==> src/rtl/marvs_pkg.sv <==
// Package for the mesh adaptive route and VC select block.
// Holds direction and class codes, the route result type and defaults.
// No dependencies.
package marvs_pkg;

  localparam int MESH_RADIX_DEF = 8;

  localparam int NODE_W = 6;

  typedef enum logic [1:0] {
    DIR_XP = 2'd0,
    DIR_XN = 2'd1,
    DIR_YP = 2'd2,
    DIR_YN = 2'd3
  } dir_t;

  localparam logic [3:0] CLASS_1 = 4'd1;
  localparam logic [3:0] CLASS_2 = 4'd2;
  localparam logic [3:0] CLASS_3 = 4'd3;
  localparam logic [3:0] CLASS_4 = 4'd4;
  localparam logic [3:0] CLASS_5 = 4'd5;
  localparam logic [3:0] CLASS_6 = 4'd6;
  localparam logic [3:0] CLASS_7 = 4'd7;
  localparam logic [3:0] CLASS_8 = 4'd8;

  typedef struct packed {
    logic              found;
    logic [NODE_W-1:0] next_node;
    dir_t              dir;
    logic              vc;
  } route_res_t;

endpackage

==> src/rtl/marvs_route.sv <==
// Route computation for one mesh hop: neighbor checks, per-class preference
// and fallback gates, VC choice. Purely combinational.
// Depends on marvs_pkg.
module marvs_route import marvs_pkg::*; #(
  parameter int MESH_RADIX = MESH_RADIX_DEF
) (
  input  logic [NODE_W-1:0] cur_node,
  input  logic [NODE_W-1:0] dst_node,
  input  logic [NODE_W-1:0] prev_node,
  input  logic [3:0]        msg_class,
  input  logic              prev_vc,
  input  logic              coin,
  input  logic [3:0]        vc0_busy,
  input  logic [3:0]        vc1_busy,
  input  logic [3:0]        bw_busy,
  output route_res_t        res
);

  localparam int NODES = MESH_RADIX * MESH_RADIX;

  logic [NODE_W-1:0] cx, cy, dx, dy, py;
  logic              xo, yo, came_down, on_mesh;
  logic [3:0]        ok, b0, b1, bb;
  logic [NODE_W-1:0] nid [4];

  logic en1, en2, g1, g2, vc1s, vc2s, hit1, hit2;
  dir_t d1, d2;
  logic low_vc, high_vc;

  always_comb begin
    cx = NODE_W'(cur_node % MESH_RADIX);
    cy = NODE_W'(cur_node / MESH_RADIX);
    dx = NODE_W'(dst_node % MESH_RADIX);
    dy = NODE_W'(dst_node / MESH_RADIX);
    py = NODE_W'(prev_node / MESH_RADIX);
    xo = dx != cx;
    yo = dy != cy;
    came_down = py > cy;
    on_mesh = {7'd0, cur_node} < 13'(NODES);

    ok[DIR_XP] = on_mesh && ({1'b0, cx} < 7'(MESH_RADIX - 1));
    ok[DIR_XN] = on_mesh && (cx != '0);
    ok[DIR_YP] = on_mesh && ({1'b0, cy} < 7'(MESH_RADIX - 1));
    ok[DIR_YN] = on_mesh && (cy != '0);

    b0 = vc0_busy & ok;
    b1 = vc1_busy & ok;
    bb = bw_busy & ok;

    nid[DIR_XP] = cur_node + NODE_W'(1);
    nid[DIR_XN] = cur_node - NODE_W'(1);
    nid[DIR_YP] = cur_node + NODE_W'(MESH_RADIX);
    nid[DIR_YN] = cur_node - NODE_W'(MESH_RADIX);
  end

  always_comb begin
    low_vc  = !(came_down || !prev_vc);
    high_vc = came_down || prev_vc;
    en1 = 1'b0; d1 = DIR_XP; vc1s = 1'b0; g1 = 1'b1;
    en2 = 1'b0; d2 = DIR_XP; vc2s = 1'b0; g2 = 1'b1;
    unique case (msg_class)
      CLASS_1: begin
        if (!coin) begin
          en1 = xo; d1 = DIR_XP; vc1s = 1'b1;
          en2 = yo; d2 = DIR_YP; vc2s = 1'b1;
        end else begin
          en1 = yo; d1 = DIR_YP; vc1s = 1'b1; g1 = !bb[DIR_YP] || b1[DIR_XP];
          en2 = xo; d2 = DIR_XP; vc2s = 1'b1; g2 = !bb[DIR_XP];
        end
      end
      CLASS_2: begin
        if (!coin) begin
          en1 = xo; d1 = DIR_XP; vc1s = low_vc; g1 = !bb[DIR_XP] || b1[DIR_YN];
          en2 = yo; d2 = DIR_YN; vc2s = 1'b1;
        end else begin
          en1 = yo; d1 = DIR_YN; vc1s = 1'b1;
          g1 = !bb[DIR_YN] || (b1[DIR_XP] && b0[DIR_XP]);
          en2 = xo; d2 = DIR_XP; vc2s = low_vc;
        end
      end
      CLASS_3: begin
        en1 = yo;        d1 = DIR_YP; vc1s = 1'b1;
        en2 = xo && !yo; d2 = DIR_XN; vc2s = 1'b1;
      end
      CLASS_4: begin
        if (!coin) begin
          en1 = xo; d1 = DIR_XN; vc1s = 1'b1; g1 = !bb[DIR_XN] || b1[DIR_YN];
          en2 = yo; d2 = DIR_YN; vc2s = 1'b1;
        end else begin
          en1 = yo; d1 = DIR_YN; vc1s = 1'b1; g1 = !bb[DIR_YN] || b1[DIR_XN];
          en2 = xo; d2 = DIR_XN; vc2s = 1'b1;
        end
      end
      CLASS_5: begin
        en1 = yo;        d1 = DIR_YP;
        en2 = xo && !yo; d2 = DIR_XP;
      end
      CLASS_6: begin
        if (!coin) begin
          en1 = xo; d1 = DIR_XN; g1 = !bb[DIR_XN] || b0[DIR_YP];
          en2 = yo; d2 = DIR_YP;
        end else begin
          en1 = yo; d1 = DIR_YP; g1 = !bb[DIR_YP] || b0[DIR_XN];
          en2 = xo; d2 = DIR_XN;
        end
      end
      CLASS_7: begin
        if (!coin) begin
          en1 = xo; d1 = DIR_XP; g1 = !bb[DIR_XP] || b0[DIR_YN];
          en2 = yo; d2 = DIR_YN;
        end else begin
          en1 = yo; d1 = DIR_YN; g1 = !bb[DIR_YN] || b0[DIR_XP];
          en2 = xo; d2 = DIR_XP;
        end
      end
      CLASS_8: begin
        if (!coin) begin
          en1 = xo; d1 = DIR_XN; vc1s = high_vc; g1 = !bb[DIR_XN] || b0[DIR_YN];
          en2 = yo; d2 = DIR_YN;
        end else begin
          en1 = yo; d1 = DIR_YN;
          g1 = !bb[DIR_YN] || (b0[DIR_XN] && b1[DIR_XN]);
          en2 = xo; d2 = DIR_XN; vc2s = high_vc;
        end
      end
      default: begin
        en1 = 1'b0;
        en2 = 1'b0;
      end
    endcase
  end

  always_comb begin
    hit1 = en1 && ok[d1] && !(vc1s ? b1[d1] : b0[d1]) && g1;
    hit2 = en2 && ok[d2] && !(vc2s ? b1[d2] : b0[d2]) && g2;
    res = '0;
    priority if (hit1) begin
      res.found = 1'b1;
      res.next_node = nid[d1];
      res.dir = d1;
      res.vc = vc1s;
    end else if (hit2) begin
      res.found = 1'b1;
      res.next_node = nid[d2];
      res.dir = d2;
      res.vc = vc2s;
    end else begin
      res = '0;
    end
  end

endmodule

==> src/rtl/mesh_adaptive_route_vc_select.sv <==
// Top level of the mesh adaptive route and VC select block: input register,
// route logic, result register. Depends on marvs_pkg and marvs_route.
//
//   channel | ports                                   | direction
//   in      | in_valid/in_ready, node ids, class, busy | into block
//   out     | out_valid/out_ready, found, node, dir, vc | out of block
//
// A beat passes through the input register, then the route logic feeding
// the result register. One beat per cycle is sustained while out_ready is
// high. Reset clears both valid bits; payload registers are not reset.
// A stalled result holds the result register, and the input register keeps
// accepting until it also holds a waiting beat.
module mesh_adaptive_route_vc_select import marvs_pkg::*; #(
  parameter int MESH_RADIX = MESH_RADIX_DEF
) (
  input  logic              clk,
  input  logic              rst_n,
  input  logic              in_valid,
  output logic              in_ready,
  input  logic [NODE_W-1:0] in_cur_node,
  input  logic [NODE_W-1:0] in_dst_node,
  input  logic [NODE_W-1:0] in_prev_node,
  input  logic [3:0]        in_msg_class,
  input  logic              in_prev_vc,
  input  logic              in_coin,
  input  logic [3:0]        in_vc0_busy,
  input  logic [3:0]        in_vc1_busy,
  input  logic [3:0]        in_bw_busy,
  output logic              out_valid,
  input  logic              out_ready,
  output logic              out_found,
  output logic [NODE_W-1:0] out_next_node,
  output logic [1:0]        out_dir,
  output logic              out_vc
);

  logic              s1_valid_r;
  logic [NODE_W-1:0] cur_r, dst_r, prv_r;
  logic [3:0]        cls_r, v0_r, v1_r, bw_r;
  logic              pvc_r, coin_r;
  logic              out_valid_r;
  route_res_t        res_r, res_nxt;
  logic              s2_en, s1_en;

  assign s2_en    = !out_valid_r || out_ready;
  assign in_ready = !s1_valid_r || s2_en;
  assign s1_en    = in_valid && in_ready;

  always_ff @(posedge clk) begin
    if (!rst_n) begin
      s1_valid_r  <= 1'b0;
      out_valid_r <= 1'b0;
    end else begin
      if (in_ready) s1_valid_r <= in_valid;
      if (s2_en) out_valid_r <= s1_valid_r;
    end
  end

  always_ff @(posedge clk) begin
    if (s1_en) begin
      cur_r  <= in_cur_node;
      dst_r  <= in_dst_node;
      prv_r  <= in_prev_node;
      cls_r  <= in_msg_class;
      pvc_r  <= in_prev_vc;
      coin_r <= in_coin;
      v0_r   <= in_vc0_busy;
      v1_r   <= in_vc1_busy;
      bw_r   <= in_bw_busy;
    end
    if (s2_en && s1_valid_r) res_r <= res_nxt;
  end

  marvs_route #(
    .MESH_RADIX(MESH_RADIX)
  ) u_route (
    .cur_node  (cur_r),
    .dst_node  (dst_r),
    .prev_node (prv_r),
    .msg_class (cls_r),
    .prev_vc   (pvc_r),
    .coin      (coin_r),
    .vc0_busy  (v0_r),
    .vc1_busy  (v1_r),
    .bw_busy   (bw_r),
    .res       (res_nxt)
  );

  assign out_valid     = out_valid_r;
  assign out_found     = res_r.found;
  assign out_next_node = res_r.next_node;
  assign out_dir       = res_r.dir;
  assign out_vc        = res_r.vc;

  a_nohop_zero: assert property (@(posedge clk) disable iff (!rst_n)
    out_valid && !out_found |-> out_next_node == '0 && out_dir == DIR_XP && !out_vc)
    else $error("no-route result carries nonzero fields");

  a_ready_empty: assert property (@(posedge clk) disable iff (!rst_n)
    !s1_valid_r |-> in_ready)
    else $error("input stalled with empty input register");

  a_advance: assert property (@(posedge clk) disable iff (!rst_n)
    s1_valid_r && s2_en |=> out_valid)
    else $error("beat lost between input and result register");

  a_held_beat: assert property (@(posedge clk) disable iff (!rst_n)
    s1_valid_r && !s2_en |=> s1_valid_r && $stable(cur_r) && $stable(cls_r))
    else $error("waiting input beat overwritten");

endmodule
==> config.mk <==
export PLATFORM = sky130hd
export DESIGN_NAME = mesh_adaptive_route_vc_select
export DESIGN_NICKNAME = d
export VERILOG_FILES = /design/src/rtl/marvs_pkg.sv /design/src/rtl/marvs_route.sv /design/src/rtl/mesh_adaptive_route_vc_select.sv
export SDC_FILE = /design/constraint.sdc
export NUM_CORES = 1
export LEC_CHECK = 0
export ABC_AREA = 0
export BUFFER_PORTS_ARGS = -buffer_cell sky130_fd_sc_hd__buf_4
export CORE_ASPECT_RATIO = 0.5
export CORE_MARGIN = 4
export CORE_UTILIZATION = 46
export CTS_BUF_LIST = sky130_fd_sc_hd__clkbuf_2
export CTS_CLUSTER_DIAMETER = 50
export DETAILED_ROUTE_END_ITERATION = 8
export PLACE_DENSITY = 0.67
export RECOVER_POWER = 100
export SETUP_SLACK_MARGIN = 0.3
export SLEW_MARGIN = 20
export SYNTH_ARGS = -nofsm -noshare
export SYNTH_HDL_FRONTEND = slang
export SYNTH_SLANG_ARGS = --single-unit
==> constraint.sdc <==
create_clock -name clk -period 6.4 [get_ports clk]
set_input_delay 1.28 -clock clk [delete_from_list [all_inputs] [get_ports clk]]
set_output_delay 1.28 -clock clk [all_outputs]
set_load 0.005 [all_outputs]
======== Word-level counts from Yosys, hierarchy flattened ========
Index checks and enable logic that the tools add are counted.
Widths: inputs -> output; s select.
word-level totals
  bits of input ports ..................... 40
  flip-flop bits (word level) ............. 48
  output and inout bits ................... 12
  logic and storage cells ................. 136
cells by class
  equality and inequality tests ........... 10
  add/subtract/negate cells ............... 4
  muxes and demuxes ....................... 51
  bitwise logic cells ..................... 5
  $lt $le $gt $ge ......................... 7
  reductions and logical operators ........ 44
operator list
  cell                 count
  $bmux 6 s2           2
  $mux 6               4
  $mux 1               22
  $pmux 2 s5           2
  $eq 4x3->1 const B   4
  $mux 2               8
  $logic_or 1x1->1     15
  $and 4x4->4          3
  $bmux 1 s2           6
  $reduce_bool 6->1    2
  $logic_and 1x1->1    11
  $logic_not 1->1      11
  $mux 10              1
  $mux 9               1
  $eq 4x2->1 const B   2
  $add 6x1->6 const B  1
  $add 6x4->6 const B  1
  $ge 3x3->1 const B   2
  $lt 2x3->1 const B   2
  $lt 3x3->1 const B   2
  $ne 3x3->1           2
  $not 2->3            2
  $pmux 1 s3           2
  $pmux 1 s6           1
  other kinds (9)      12

======== Depth between registers and ports, before layout ========
Gate-level depths: netlist (run 1).
  depth in word-level cells ............... 11
  mapped depth ............................ 12
  mapped depth without buffers ............ 10

======== Hierarchy ========
Synthesis (run 1) repeated with hierarchy kept, for this count alone.
second synthesis, totals
  cells, all modules ...................... 310
  area total of the unflattened synthesis .. 3,200.6 µm²
by module, submodules not included
  module                         times used  area each (µm²)  cells each  sequential area each (µm²)
  marvs_route                    1           1,715.4          255         0.0
  mesh_adaptive_route_vc_select  1           1,485.2          55          1,421.4

======== Worst setup path after synthesis (run 1) ========
Ideal clock, no wire load.
  path type ............................... reg2reg
  start ................................... register cur_r[4]
  end ..................................... register res_r (netlist bit out_next_node[4]) (data pin)
  cell stages (with the launch flop) ...... 11
  data arrival time ....................... 2,644 ps
  data required time ...................... 6,140 ps
  buffers on the path ..................... 1
  setup time .............................. 260 ps
  slack ................................... 3,496 ps
  clock period less this slack ............ 2,904 ps
  cell sequence ........................... edfxtp_1 > clkbuf_1 > inv_1 > ha_1 > a211oi_1 > nor2_1 > o211a_2 > a32oi_1 > nand3_2 > nor2_4 > mux2_4
RTL lines
  what                      line                                 text
  start: declaration        mesh_adaptive_route_vc_select.sv:38  logic [NODE_W-1:0] cur_r, dst_r, prv_r;
  start signal: assignment  mesh_adaptive_route_vc_select.sv:61  cur_r <= in_cur_node;
  end signal: assignment    mesh_adaptive_route_vc_select.sv:71  if (s2_en && s1_valid_r) res_r <= res_nxt;
  end: declaration          mesh_adaptive_route_vc_select.sv:42  route_res_t res_r, res_nxt;

==> flow_metrics.env, run 1 <==
export IMPL_cts_tree="done"
export IMPL_diodes=0
export IMPL_period_share_pct=72.57
export IMPL_gp_routability_congestion=0.9740
export IMPL_grt_pass1_vias=2512
export IMPL_totalNegativeSetupSlack_ns=0
export IMPL_violations_in_the_final_reports="max-capacitance violations, max-slew violations"
export IMPL_reg2regPathDepth=8
export IMPL_nets_in_the_synthesized_netlist=359
export IMPL_reported_max_cap_violation_count=1
export IMPL_timing_worst_setup_path_type="reg -> reg"
export IMPL_routed_via_count=2659
export IMPL_clock_tree_buffer_depth=2
export IMPL_std_cell_rows=21
export IMPL_avgViaCountPerCell=6.029
export IMPL_final_core_util_pct=53.67
export IMPL_postSynthRegisterBits=45
export IMPL_power_leakage_nw=1.331
export IMPL_ctsRootBufferMaster="sky130_fd_sc_hd__clkbuf_2"
export IMPL_cts_made_buffers=5
export IMPL_status="complete, but fails checks"
export IMPL_io_buffers=48
export IMPL_design_final_nets=397
export IMPL_hold_path_startpoint="s1_valid_r"
export IMPL_wl_um=8296
export IMPL_final_cell_count_no_fill=441
export IMPL_starting_density_of_the_core_pct=47.53
export IMPL_placed_area_um2=3551
export IMPL_timing_final_setup_violations=0
export IMPL_syn_instance_count=310
export IMPL_drive_gt1_share_pct=20.63
export IMPL_synth_enable_flop_cells=43
export IMPL_ys_warnings_count=0
export IMPL_grt_first_pass_wirelength_um=13160
export IMPL_stdcell_area_um2=3582
export IMPL_ys_seq_area_share_pct=41.97
export IMPL_drt_pass1_iter_count=6
export IMPL_drt_initial_drc_count=371
export IMPL_floorplan_die_width_um=125.4
export IMPL_synth_top_flop_cell="sky130_fd_sc_hd__edfxtp_1"
export IMPL_globalRouteTotalUtil_pct=20.34
export IMPL_min_delay_path_depth=1
export IMPL_hold_path_class="reg -> reg"
export IMPL_post_cts_resized=0
export IMPL_path_max_fanout=21
export IMPL_cp_arrival_ns=4.87
export IMPL_floorplan_die_area_um2=8368
export IMPL_final_antenna_net_count=0
export IMPL_timing_fmax_mhz=215.3
export IMPL_cp_start_kind="flop"
export IMPL_synth_cell_area_um2=3172
export IMPL_worst_slew_margin_rel_pct=-16.19
export IMPL_slew_violations=34
export IMPL_synth_async_sr_flop_share_pct=0
export IMPL_synth_cell_types=76
export IMPL_worstSkewPairLatency_ns=0.44
export IMPL_grt_overflow_total=0
export IMPL_worst_slew_pin_transition_ns=1.743
export IMPL_cts_post_setup_buffers_inserted=0
export IMPL_worstHoldEndpoint="out_valid"
export IMPL_dp_hpwl_um=6201
export IMPL_sinks_on_clock_net=45
export IMPL_core_area_um2=6674
export IMPL_power_density_nw_per_um2=192.5
export IMPL_drc=0
export IMPL_top_level_ports=52
export IMPL_worstSetupEndpointType="flop"
export IMPL_antenna_violations_before_repair=0
export IMPL_hold_viol_final=0
export IMPL_irDropWorstVdd_v=0.00009406
export IMPL_synthDominantAreaCellType="sky130_fd_sc_hd__edfxtp_1"
export IMPL_ff2ff_setup_slack_ns=1.76
export IMPL_area_growth_pct=12.94
export IMPL_wl_per_cell_um=18.81
export IMPL_skew_ns=0.01069
export IMPL_die_h_um=66.72
export IMPL_worstPathRequired_ns=6.63
export IMPL_timing_final_crit_period_ns=4.644
export IMPL_timing_rr_end="out_next_node[4]"
export IMPL_synthTopCellsByArea="sky130_fd_sc_hd__edfxtp_1, sky130_fd_sc_hd__ha_1, sky130_fd_sc_hd__mux2i_1"
export IMPL_syn_area_per_cell_um2=10.23
export IMPL_clkSlewWorstSetupHoldPaths_ns=0.23
export IMPL_beginning_of_the_worst_register_to_register_path="cls_r[1]"
export IMPL_maximum_number_of_pins_on_one_net_before_global_route_repair=34
export IMPL_hold_slack_ns=0.5498
export IMPL_postCtsHoldBufs=0
export IMPL_dp_cells=433
export IMPL_h_tree_depth=2
export IMPL_synth_top_cell_area_share_pct=40.71
export IMPL_rsz0062_at_grt="false"
[per-stage QoR]
| stage | worst slack (ns) | total power [mW] |
|---|---|---|
| CTS | 2.707 | 0.6936 |
| detailed placement | 2.719 | 0.5350 |
| global placement | 2.772 | 0.5301 |
| finish | 1.756 | 0.6895 |
| global route | 1.532 | 0.7216 |
| floorplan | 3.496 | 0.4802 |
[power breakdown]
part           switching, mW  total [mW]  leakage [nW]  internal (mW)
Combinational         0.0898       0.160         0.859         0.0701
Clock                 0.0960       0.163        0.0406         0.0665
Sequential            0.0222       0.367         0.432          0.345
[cells in the mapped netlist, types with 3 or more instances]
cell type	count
sky130_fd_sc_hd__and3_1	3
sky130_fd_sc_hd__nand3_1	13
sky130_fd_sc_hd__mux2i_1	11
sky130_fd_sc_hd__a211oi_1	8
sky130_fd_sc_hd__ha_1	9
sky130_fd_sc_hd__nand2b_1	6
sky130_fd_sc_hd__a21oi_1	15
sky130_fd_sc_hd__xor2_1	8
sky130_fd_sc_hd__a31oi_1	3
sky130_fd_sc_hd__nor2b_1	11
sky130_fd_sc_hd__inv_1	10
sky130_fd_sc_hd__edfxtp_1	43
sky130_fd_sc_hd__clkbuf_1	9
sky130_fd_sc_hd__o32ai_1	3
sky130_fd_sc_hd__xnor2_1	7
sky130_fd_sc_hd__buf_4	6
sky130_fd_sc_hd__or3_1	7
sky130_fd_sc_hd__o211ai_1	3
sky130_fd_sc_hd__nand2_1	24
sky130_fd_sc_hd__nor3_1	8
sky130_fd_sc_hd__nor2_1	16
sky130_fd_sc_hd__a311oi_1	5
sky130_fd_sc_hd__o21ai_0	14
[layout by cell type, fill, tap and decap left out, types with 3 or more instances in the layout]
cell type                  instances
sky130_fd_sc_hd__nor3_1            9
sky130_fd_sc_hd__a311oi_1          5
sky130_fd_sc_hd__o32ai_1           3
sky130_fd_sc_hd__buf_4             3
sky130_fd_sc_hd__a21oi_1          15
sky130_fd_sc_hd__inv_1            10
sky130_fd_sc_hd__clkbuf_4         46
sky130_fd_sc_hd__and3_1            3
sky130_fd_sc_hd__clkbuf_2          6
sky130_fd_sc_hd__o21ai_0          15
sky130_fd_sc_hd__edfxtp_1         43
sky130_fd_sc_hd__a31oi_1           3
sky130_fd_sc_hd__nand2b_1          6
sky130_fd_sc_hd__xor2_1            8
sky130_fd_sc_hd__nand2_1          24
sky130_fd_sc_hd__xnor2_1           7
sky130_fd_sc_hd__a211oi_1          8
sky130_fd_sc_hd__nor2b_1          11
sky130_fd_sc_hd__or3_1             7
sky130_fd_sc_hd__nand3_1          14
sky130_fd_sc_hd__nor2_1           18
sky130_fd_sc_hd__o211ai_1          3
sky130_fd_sc_hd__mux2i_1          11
sky130_fd_sc_hd__ha_1              9
[flip-flops by register name, indices dropped and copies added, names as in the netlist]
| name | count |
|---|---|
| out_valid | 1 |
| v0_r | 4 |
| s1_valid_r | 1 |
| out_found | 1 |
| dst_r | 6 |
| out_dir | 2 |
| bw_r | 4 |
| out_vc | 1 |
| v1_r | 4 |
| cls_r | 4 |
| out_next_node | 6 |
| coin_r | 1 |
| pvc_r | 1 |
| prv_r | 3 |
| cur_r | 6 |
[layer usage]
metal	part of all wire, %	global-route usage [%]	wire length (um)
met1	47	29.10	3861
met2	42	29.45	3513
met3	10	6.485	830
met4	1.1	5.541	90
met5	0	0	0
[area by class of cell]
cell class,count,area (um2)
Fill cell,640,3092
Timing Repair Buffer,50,371.6
Multi-Input combinational cell,236,1663
Inverter,10,37.54
Clock buffer,6,30.03
Sequential cell,45,1331
Tap cell,92,115.1
Clock inverter,2,33.78
[cell families (layout without fill, tap and decap cells)]
kind of cell,after synthesis,after routing,synth area share (%)
flops,45,45,41.97
xor+xnor,15,15,4.142
compound gates,91,91,21.82
mux,14,14,4.655
fa+ha+maj,9,9,3.550
simple gates,107,107,19.17
buf+inv,29,68,4.694
[worst max-delay path, cell delays in order, from the launching register on]
cell and delay, ns:
sky130_fd_sc_hd__edfxtp_1 0.85, sky130_fd_sc_hd__or4b_1 0.42, sky130_fd_sc_hd__nor2_1 0.12, sky130_fd_sc_hd__nor3_1 1.15, sky130_fd_sc_hd__mux2i_1 0.19, sky130_fd_sc_hd__a32oi_1 0.39
sky130_fd_sc_hd__nand3_1 0.40, sky130_fd_sc_hd__nor2_1 0.52, sky130_fd_sc_hd__mux2_1 0.39
[worst max-delay path by stage]
| stage | startpoint | slack, ns | to |
|---|---|---|---|
| 6_report | cls_r[1] | 1.76 | out_next_node[4] |
| 5_1_grt | cls_r[1] | 1.53 | out_next_node[4] |
| 4_1_cts | cls_r[1] | 2.71 | out_next_node[4] |
| 3_5_place_dp | cls_r[1] | 2.72 | out_next_node[4] |
| 3_3_place_gp | cls_r[1] | 2.77 | out_next_node[4] |
| 2_1_floorplan | cur_r[4] | 3.50 | out_next_node[4] |
No activity file was read; power rests on OpenSTA's default activity.
==> inputs of run 2 (changes only) <==
Settings changed: ABC_AREA 0 to 1, PLACE_DENSITY 0.67 to 0.68.
Clock period 6.4 ns to 4.8 ns, I/O delays scaled along.
==> run 2 against run 1 <==
Compared with the run above:
- the flow still finishes with violations (max-capacitance violations, max-slew violations)
- via count grew 0.45%
- global-route usage decreased by 1.6 points
- cell area down 3.8%
- first-iteration DRC count is 47% lower
- highest routed layer unchanged
- clock power grew 33%
- maximum frequency up 45%
- largest power group unchanged
==> flow_metrics.env, run 2 <==
export IMPL_reported_max_cap_violation_count=1
export IMPL_core_area_um2=6181
export IMPL_drt_initial_drc_count=197
export IMPL_ys_warnings_count=0
export IMPL_path_max_fanout=18
export IMPL_worstPathRequired_ns=4.99
export IMPL_syn_area_per_cell_um2=7.954
export IMPL_timing_final_setup_violations=0
export IMPL_synth_async_sr_flop_share_pct=0
export IMPL_timing_final_crit_period_ns=3.194
export IMPL_drt_pass1_iter_count=5
export IMPL_num_fill_cells=575
export IMPL_reg2regPathDepth=12
export IMPL_irDropWorstVdd_v=0.0001404
export IMPL_critPathLaunch="cur_r[3]"
export IMPL_cts_post_setup_buffers_inserted=0
export IMPL_hold_viol_final=0
export IMPL_wl_per_cell_um=13.97
export IMPL_ctsRootBufferMaster="sky130_fd_sc_hd__clkbuf_2"
export IMPL_post_cts_resized=0
export IMPL_cts_made_buffers=5
export IMPL_synth_most_common_cell="sky130_fd_sc_hd__nand2_1"
export IMPL_sinks_on_clock_net=45
export IMPL_synth_cell_area_um2=2983
export IMPL_hold_slack_ns=0.5003
export IMPL_floorplan_die_area_um2=7915
export IMPL_postSynthRegisterBits=45
export IMPL_rsz0062_at_grt="false"
export IMPL_synth_top_cell_area_share_pct=43.29
export IMPL_synth_top_flop_cell="sky130_fd_sc_hd__edfxtp_1"
export IMPL_status="complete, but fails checks"
export IMPL_worstSetupEndpointType="flop"
export IMPL_skew_ns=0.01536
export IMPL_violations_in_the_final_reports="max-capacitance violations, max-slew violations"
export IMPL_gp_routability_congestion=0.8409
export IMPL_area_growth_pct=15.52
export IMPL_design_final_nets=470
export IMPL_hold_path_startpoint="s1_valid_r"
export IMPL_pre_cts_ws_ns=2.112
export IMPL_placed_area_um2=3393
export IMPL_cts_tree="done"
export IMPL_yosys_top_cells_count="sky130_fd_sc_hd__nand2_1, sky130_fd_sc_hd__nand3_1, sky130_fd_sc_hd__edfxtp_1, sky130_fd_sc_hd__inv_1, sky130_fd_sc_hd__nor2_1"
export IMPL_die_h_um=64.94
export IMPL_design_power_total_mw=0.9186
export IMPL_period_share_pct=66.54
export IMPL_clock_tree_buffer_depth=2
export IMPL_beginning_of_the_worst_register_to_register_path="cur_r[3]"
export IMPL_grt_overflow_total=0
export IMPL_cp_start_kind="flop"
export IMPL_drc=0
export IMPL_synth_enable_flop_cells=43
export IMPL_worstSkewPairLatency_ns=0.45
export IMPL_slew_violations=34
export IMPL_final_antenna_net_count=0
export IMPL_postCtsHoldBufs=0
export IMPL_cp_arrival_ns=3.39
export IMPL_io_buffers=48
export IMPL_std_cell_rows=20
export IMPL_maximum_number_of_pins_on_one_net_before_global_route_repair=34
export IMPL_clkSlewWorstSetupHoldPaths_ns=0.22
export IMPL_power_density_nw_per_um2=266.6
export IMPL_worst_slew_pin_transition_ns=1.772
export IMPL_totalNegativeSetupSlack_ns=0
export IMPL_timing_fmax_mhz=313.1
export IMPL_drive_gt1_share_pct=17.30
export IMPL_grt_pass1_vias=2451
export IMPL_starting_density_of_the_core_pct=48.26
export IMPL_syn_instance_count=375
export IMPL_antenna_violations_before_repair=0
export IMPL_synthDominantAreaCellType="sky130_fd_sc_hd__edfxtp_1"
export IMPL_worst_slew_margin_rel_pct=-18.11
export IMPL_top_level_ports=52
export IMPL_final_setup_worst_slack_ns=1.606
export IMPL_ys_seq_area_share_pct=44.63
export IMPL_power_leakage_nw=1.614
export IMPL_globalRouteTotalUtil_pct=18.69
export IMPL_grt_first_pass_wirelength_um=11540
export IMPL_hold_path_class="reg -> reg"
export IMPL_routed_via_count=2671
export IMPL_floorplan_die_width_um=121.9
export IMPL_avgViaCountPerCell=5.237
export IMPL_min_delay_path_depth=2
export IMPL_mostFrequentLayoutCells="sky130_fd_sc_hd__nand2_1, sky130_fd_sc_hd__nand3_1, sky130_fd_sc_hd__clkbuf_4"
export IMPL_most_common_cell_after_layout_fill_and_taps_aside="sky130_fd_sc_hd__nand2_1"
export IMPL_wl_um=7125
export IMPL_synthTopCellsByArea="sky130_fd_sc_hd__edfxtp_1, sky130_fd_sc_hd__nand2_1, sky130_fd_sc_hd__nand3_1"
export IMPL_nets_in_the_synthesized_netlist=424
export IMPL_h_tree_depth=2
export IMPL_diodes=0
export IMPL_stdcell_area_um2=3446
export IMPL_timing_worst_setup_path_type="reg -> reg"
export IMPL_synth_cell_types=26
export IMPL_dp_hpwl_um=5533
## run 2: cell count changes after synthesis, moves of 8 or more
cell,before,now
sky130_fd_sc_hd__a21oi_1,15,7
sky130_fd_sc_hd__inv_1,10,43
sky130_fd_sc_hd__o21ai_1,1,14
sky130_fd_sc_hd__mux2i_1,11,1
sky130_fd_sc_hd__a211oi_1,8,0
sky130_fd_sc_hd__nand2_1,24,114
sky130_fd_sc_hd__nor2b_1,11,0
sky130_fd_sc_hd__nand3_1,13,55
sky130_fd_sc_hd__clkbuf_1,9,0
sky130_fd_sc_hd__nand4_1,1,10
## run 2: area by class of cell
class | instances | area, um2 | area share [%]
clock buffer | 6 | 30.03 | 0.8715
clock inverter | 2 | 33.78 | 0.9804
inverter | 46 | 172.7 | 5.011
multi-input combinational | 274 | 1404 | 40.74
sequential | 45 | 1331 | 38.63
tap | 88 | 110.1 | 3.195
timing repair buffer | 49 | 364.1 | 10.57
## run 2: worst max-delay path, cell delays in order, from the launching register on
cell and delay [ns]:
sky130_fd_sc_hd__edfxtp_1 0.69, sky130_fd_sc_hd__inv_1 0.16, sky130_fd_sc_hd__ha_1 0.28, sky130_fd_sc_hd__nand2_1 0.15, sky130_fd_sc_hd__nand2_1 0.12, sky130_fd_sc_hd__nand3_1 0.11
sky130_fd_sc_hd__nand3_1 0.07, sky130_fd_sc_hd__nand2_1 0.07, sky130_fd_sc_hd__nor2_1 0.05, sky130_fd_sc_hd__a21oi_1 0.25, sky130_fd_sc_hd__nand2_2 0.09, sky130_fd_sc_hd__nor2_1 0.69
sky130_fd_sc_hd__o21ai_0 0.22
## run 2: per-stage QoR
stage | util, % | instances
floorplan | - | 375
global placement | 54.90 | 502
detailed placement | 54.90 | 502
CTS | 55.93 | 510
global route | 55.75 | 510
finish | 55.75 | 510
## run 2: report_power, final
part           internal [mW]  leakage (nW)  switching (mW)  total [mW]
combinational         0.0839          1.13           0.141       0.225
sequential             0.460         0.439          0.0172       0.478
clock                 0.0886        0.0406           0.128       0.216
total                  0.633          1.61           0.286       0.919
## run 2: worst paths after layout
check                          end  slack [ns]
setup / recovery  out_next_node[5]        1.61
hold / removal           out_valid        0.50
setup reg to reg  out_next_node[5]        1.61
hold reg to reg          out_valid        0.50
## run 2: kinds of logic after synthesis
logic type                 count (synthesis)  synth area share, %
adders and majority gates                  9                3.775
DFF                                       45                44.63
and+or+nand+nor                          211                31.59
buffers and inverters                     56                8.053
AOI/OAI and AO/OA                         35                6.334
muxes                                      1               0.3356
xor gates and xnor gates                  18                5.285
## run 2: routing by layer
| metal | routed length, um | track usage (%) | vias to the layer above |
|---|---|---|---|
| met3 | 483 | 4.010 | 9 |
| met5 | 0 | 0 | - |
| met1 | 3510 | 26.52 | 1238 |
| met4 | 75 | 4.469 | 0 |
| li1 | - | - | 1327 |
| met2 | 3056 | 29.26 | 97 |
==> inputs of run 3 (changes only) <==
Settings changed: ABC_AREA 1 to 0, PLACE_DENSITY 0.68 to 0.7.
Clock period 4.8 ns to 2.9 ns, I/O delays scaled along.
==> run 3 against run 2 <==
Compared with the run above:
- the run now ends clean
- power grew 81%
- cell area grew 27%
- utilization grew 9.9 points
- count of clock-buffer cells in the layout shrank 1
- highest routed layer unchanged
==> flow_metrics.env, run 3 (synthesis results as in run 1) <==
export IMPL_grt_first_pass_wirelength_um=15020
export IMPL_status="complete, no violations"
export IMPL_cts_made_buffers=5
export IMPL_die_h_um=66.72
export IMPL_cp_start_kind="flop"
export IMPL_crit_path_cell_trace="buf_4 > nand2b_4 > nor4b_4 > or3_4 > buf_6 > mux2i_4 > a2111oi_4 > buf_6 > buf_4 > o211ai_1 > a32oi_1"
export IMPL_stdcell_area_um2=4379
export IMPL_dp_hpwl_um=7312
export IMPL_dp_cells=479
export IMPL_timing_worst_setup_path_type="reg -> reg"
export IMPL_max_incr_delay_on_cp_ns=0.46
export IMPL_global_route_usage_met1_pct=32.51
export IMPL_core_area_um2=6674
export IMPL_clock_tree_buffer_depth=2
export IMPL_drt_initial_drc_count=343
export IMPL_drive_gt1_share_pct=41.11
export IMPL_grt_pass1_vias=2816
export IMPL_critical_path_top_delay_family="compound AO/OA/AOI/OAI gates"
export IMPL_top_level_ports=52
export IMPL_skew_ns=0.02437
export IMPL_pre_cts_ws_ns=-0.01663
export IMPL_crit_slowest_cell="sky130_fd_sc_hd__edfxtp_1"
export IMPL_globalRouteTotalUtil_pct=23.41
export IMPL_drt_pass1_iter_count=5
export IMPL_area_growth_pct=38.07
export IMPL_avgViaCountPerCell=5.758
export IMPL_hold_path_class="in -> reg"
export IMPL_floorplan_die_area_um2=8368
export IMPL_floorplan_die_width_um=125.4
export IMPL_final_setup_worst_slack_ns=0.1188
export IMPL_cp_arrival_ns=3.08
export IMPL_worstSkewPairLatency_ns=0.44
export IMPL_power_density_nw_per_um2=380.7
export IMPL_routed_via_count=2925
export IMPL_drc=0
export IMPL_sinks_on_clock_net=45
export IMPL_ctsRootBufferMaster="sky130_fd_sc_hd__clkbuf_2"
export IMPL_wl_per_cell_um=18.52
export IMPL_power_leakage_nw=1.714
export IMPL_final_cell_count_no_fill=508
export IMPL_irDropWorstVdd_v=0.0002649
export IMPL_design_power_total_mw=1.667
export IMPL_period_share_pct=95.90
export IMPL_met2_usage_pct=37.83
export IMPL_grt_overflow_total=0
export IMPL_maximum_number_of_pins_on_one_net_before_global_route_repair=34
export IMPL_critical_path_n_buffers_inverters=4
export IMPL_mostFrequentLayoutCells="sky130_fd_sc_hd__buf_4, sky130_fd_sc_hd__clkbuf_4, sky130_fd_sc_hd__edfxtp_1"
export IMPL_most_common_cell_after_layout_fill_and_taps_aside="sky130_fd_sc_hd__buf_4"
export IMPL_starting_density_of_the_core_pct=47.53
export IMPL_hold_slack_ns=0.3144
export IMPL_diodes=0
export IMPL_timing_fmax_mhz=359.6
export IMPL_wl_um=9407
export IMPL_antenna_violations_before_repair=0
export IMPL_slew_violations=0
export IMPL_globalRouteMet3Util_pct=5.925
export IMPL_worstPathRequired_ns=3.19
export IMPL_postCtsHoldBufs=0
export IMPL_timing_final_crit_period_ns=2.781
export IMPL_io_buffers=48
export IMPL_worst_slew_pin_transition_ns=0.8470
export IMPL_design_final_nets=465
export IMPL_hold_viol_final=0
export IMPL_placed_area_um2=3931
export IMPL_timing_final_setup_violations=0
export IMPL_clkSlewWorstSetupHoldPaths_ns=0.23
export IMPL_h_tree_depth=2
export IMPL_std_cell_rows=21
export IMPL_global_route_peak_usage_layer="met2"
export IMPL_worst_slew_margin_rel_pct=43.54
export IMPL_final_antenna_net_count=0
export IMPL_reported_max_cap_violation_count=0
export IMPL_gp_routability_congestion=0.9026
export IMPL_rsz0062_at_grt="true"
export IMPL_cts_tree="done"
export IMPL_path_max_fanout=10
export IMPL_worstSetupEndpointType="flop"
run 3: path summary, 6_finish.rpt:
check                       from               end  slack [ns]  depth (start not counted)
setup / recovery        cls_r[2]  out_next_node[0]        0.12                         11
hold / removal    in_cur_node[0]          cur_r[0]        0.31                          1
setup reg to reg        cls_r[2]  out_next_node[0]        0.12                         11
hold reg to reg       s1_valid_r         out_valid        0.54                          1
run 3: final cells by class:
type / instances / area [um2]
inverter: 10 / 37.54
clock buffer: 5 / 25.02
sequential: 45 / 1331
fill: 549 / 2295
tap: 92 / 115.1
multi-input combinational: 236 / 1924
clock inverter: 2 / 35.03
timing repair buffer: 118 / 910.9
run 3: stage by stage:
stage	util (%)	setup TNS [ns]
after floorplan	-	0
after global placement	58.91	-0.04310
after detailed placement	58.91	-0.02048
after CTS	64.51	0
after global routing	65.62	-0.002515
final	65.62	0
run 3: report_power, final:
group	switching, mW	leakage [nW]	internal, mW
registers	0.0263	0.432	0.760
clock network	0.201	0.0388	0.140
logic	0.278	1.24	0.261
run 3: worst register-to-register path, cell delays in order, from the launching register on:
cell and delay, ns:
sky130_fd_sc_hd__edfxtp_1 0.46, sky130_fd_sc_hd__buf_4 0.22, sky130_fd_sc_hd__nand2b_4 0.09, sky130_fd_sc_hd__nor4b_4 0.14, sky130_fd_sc_hd__or3_4 0.35, sky130_fd_sc_hd__buf_6 0.17, sky130_fd_sc_hd__mux2i_4 0.20, sky130_fd_sc_hd__a2111oi_4 0.36
sky130_fd_sc_hd__buf_6 0.18, sky130_fd_sc_hd__buf_4 0.13, sky130_fd_sc_hd__o211ai_1 0.10, sky130_fd_sc_hd__a32oi_1 0.25
run 3: repair_timing:
item	in CTS	in global routing
setup endpoints to repair	10	10
buffers inserted	19	3
gates cloned	0	0
gates resized for setup	39	11
pin swaps	10	4
run 3: routing by layer:
| layer | up-vias | share of wire [%] |
|---|---|---|
| met5 | - | 0 |
| met4 | 0 | 0.53 |
| met3 | 8 | 6.9 |
| met2 | 124 | 45 |
| met1 | 1394 | 48 |
| li1 | 1399 | - |
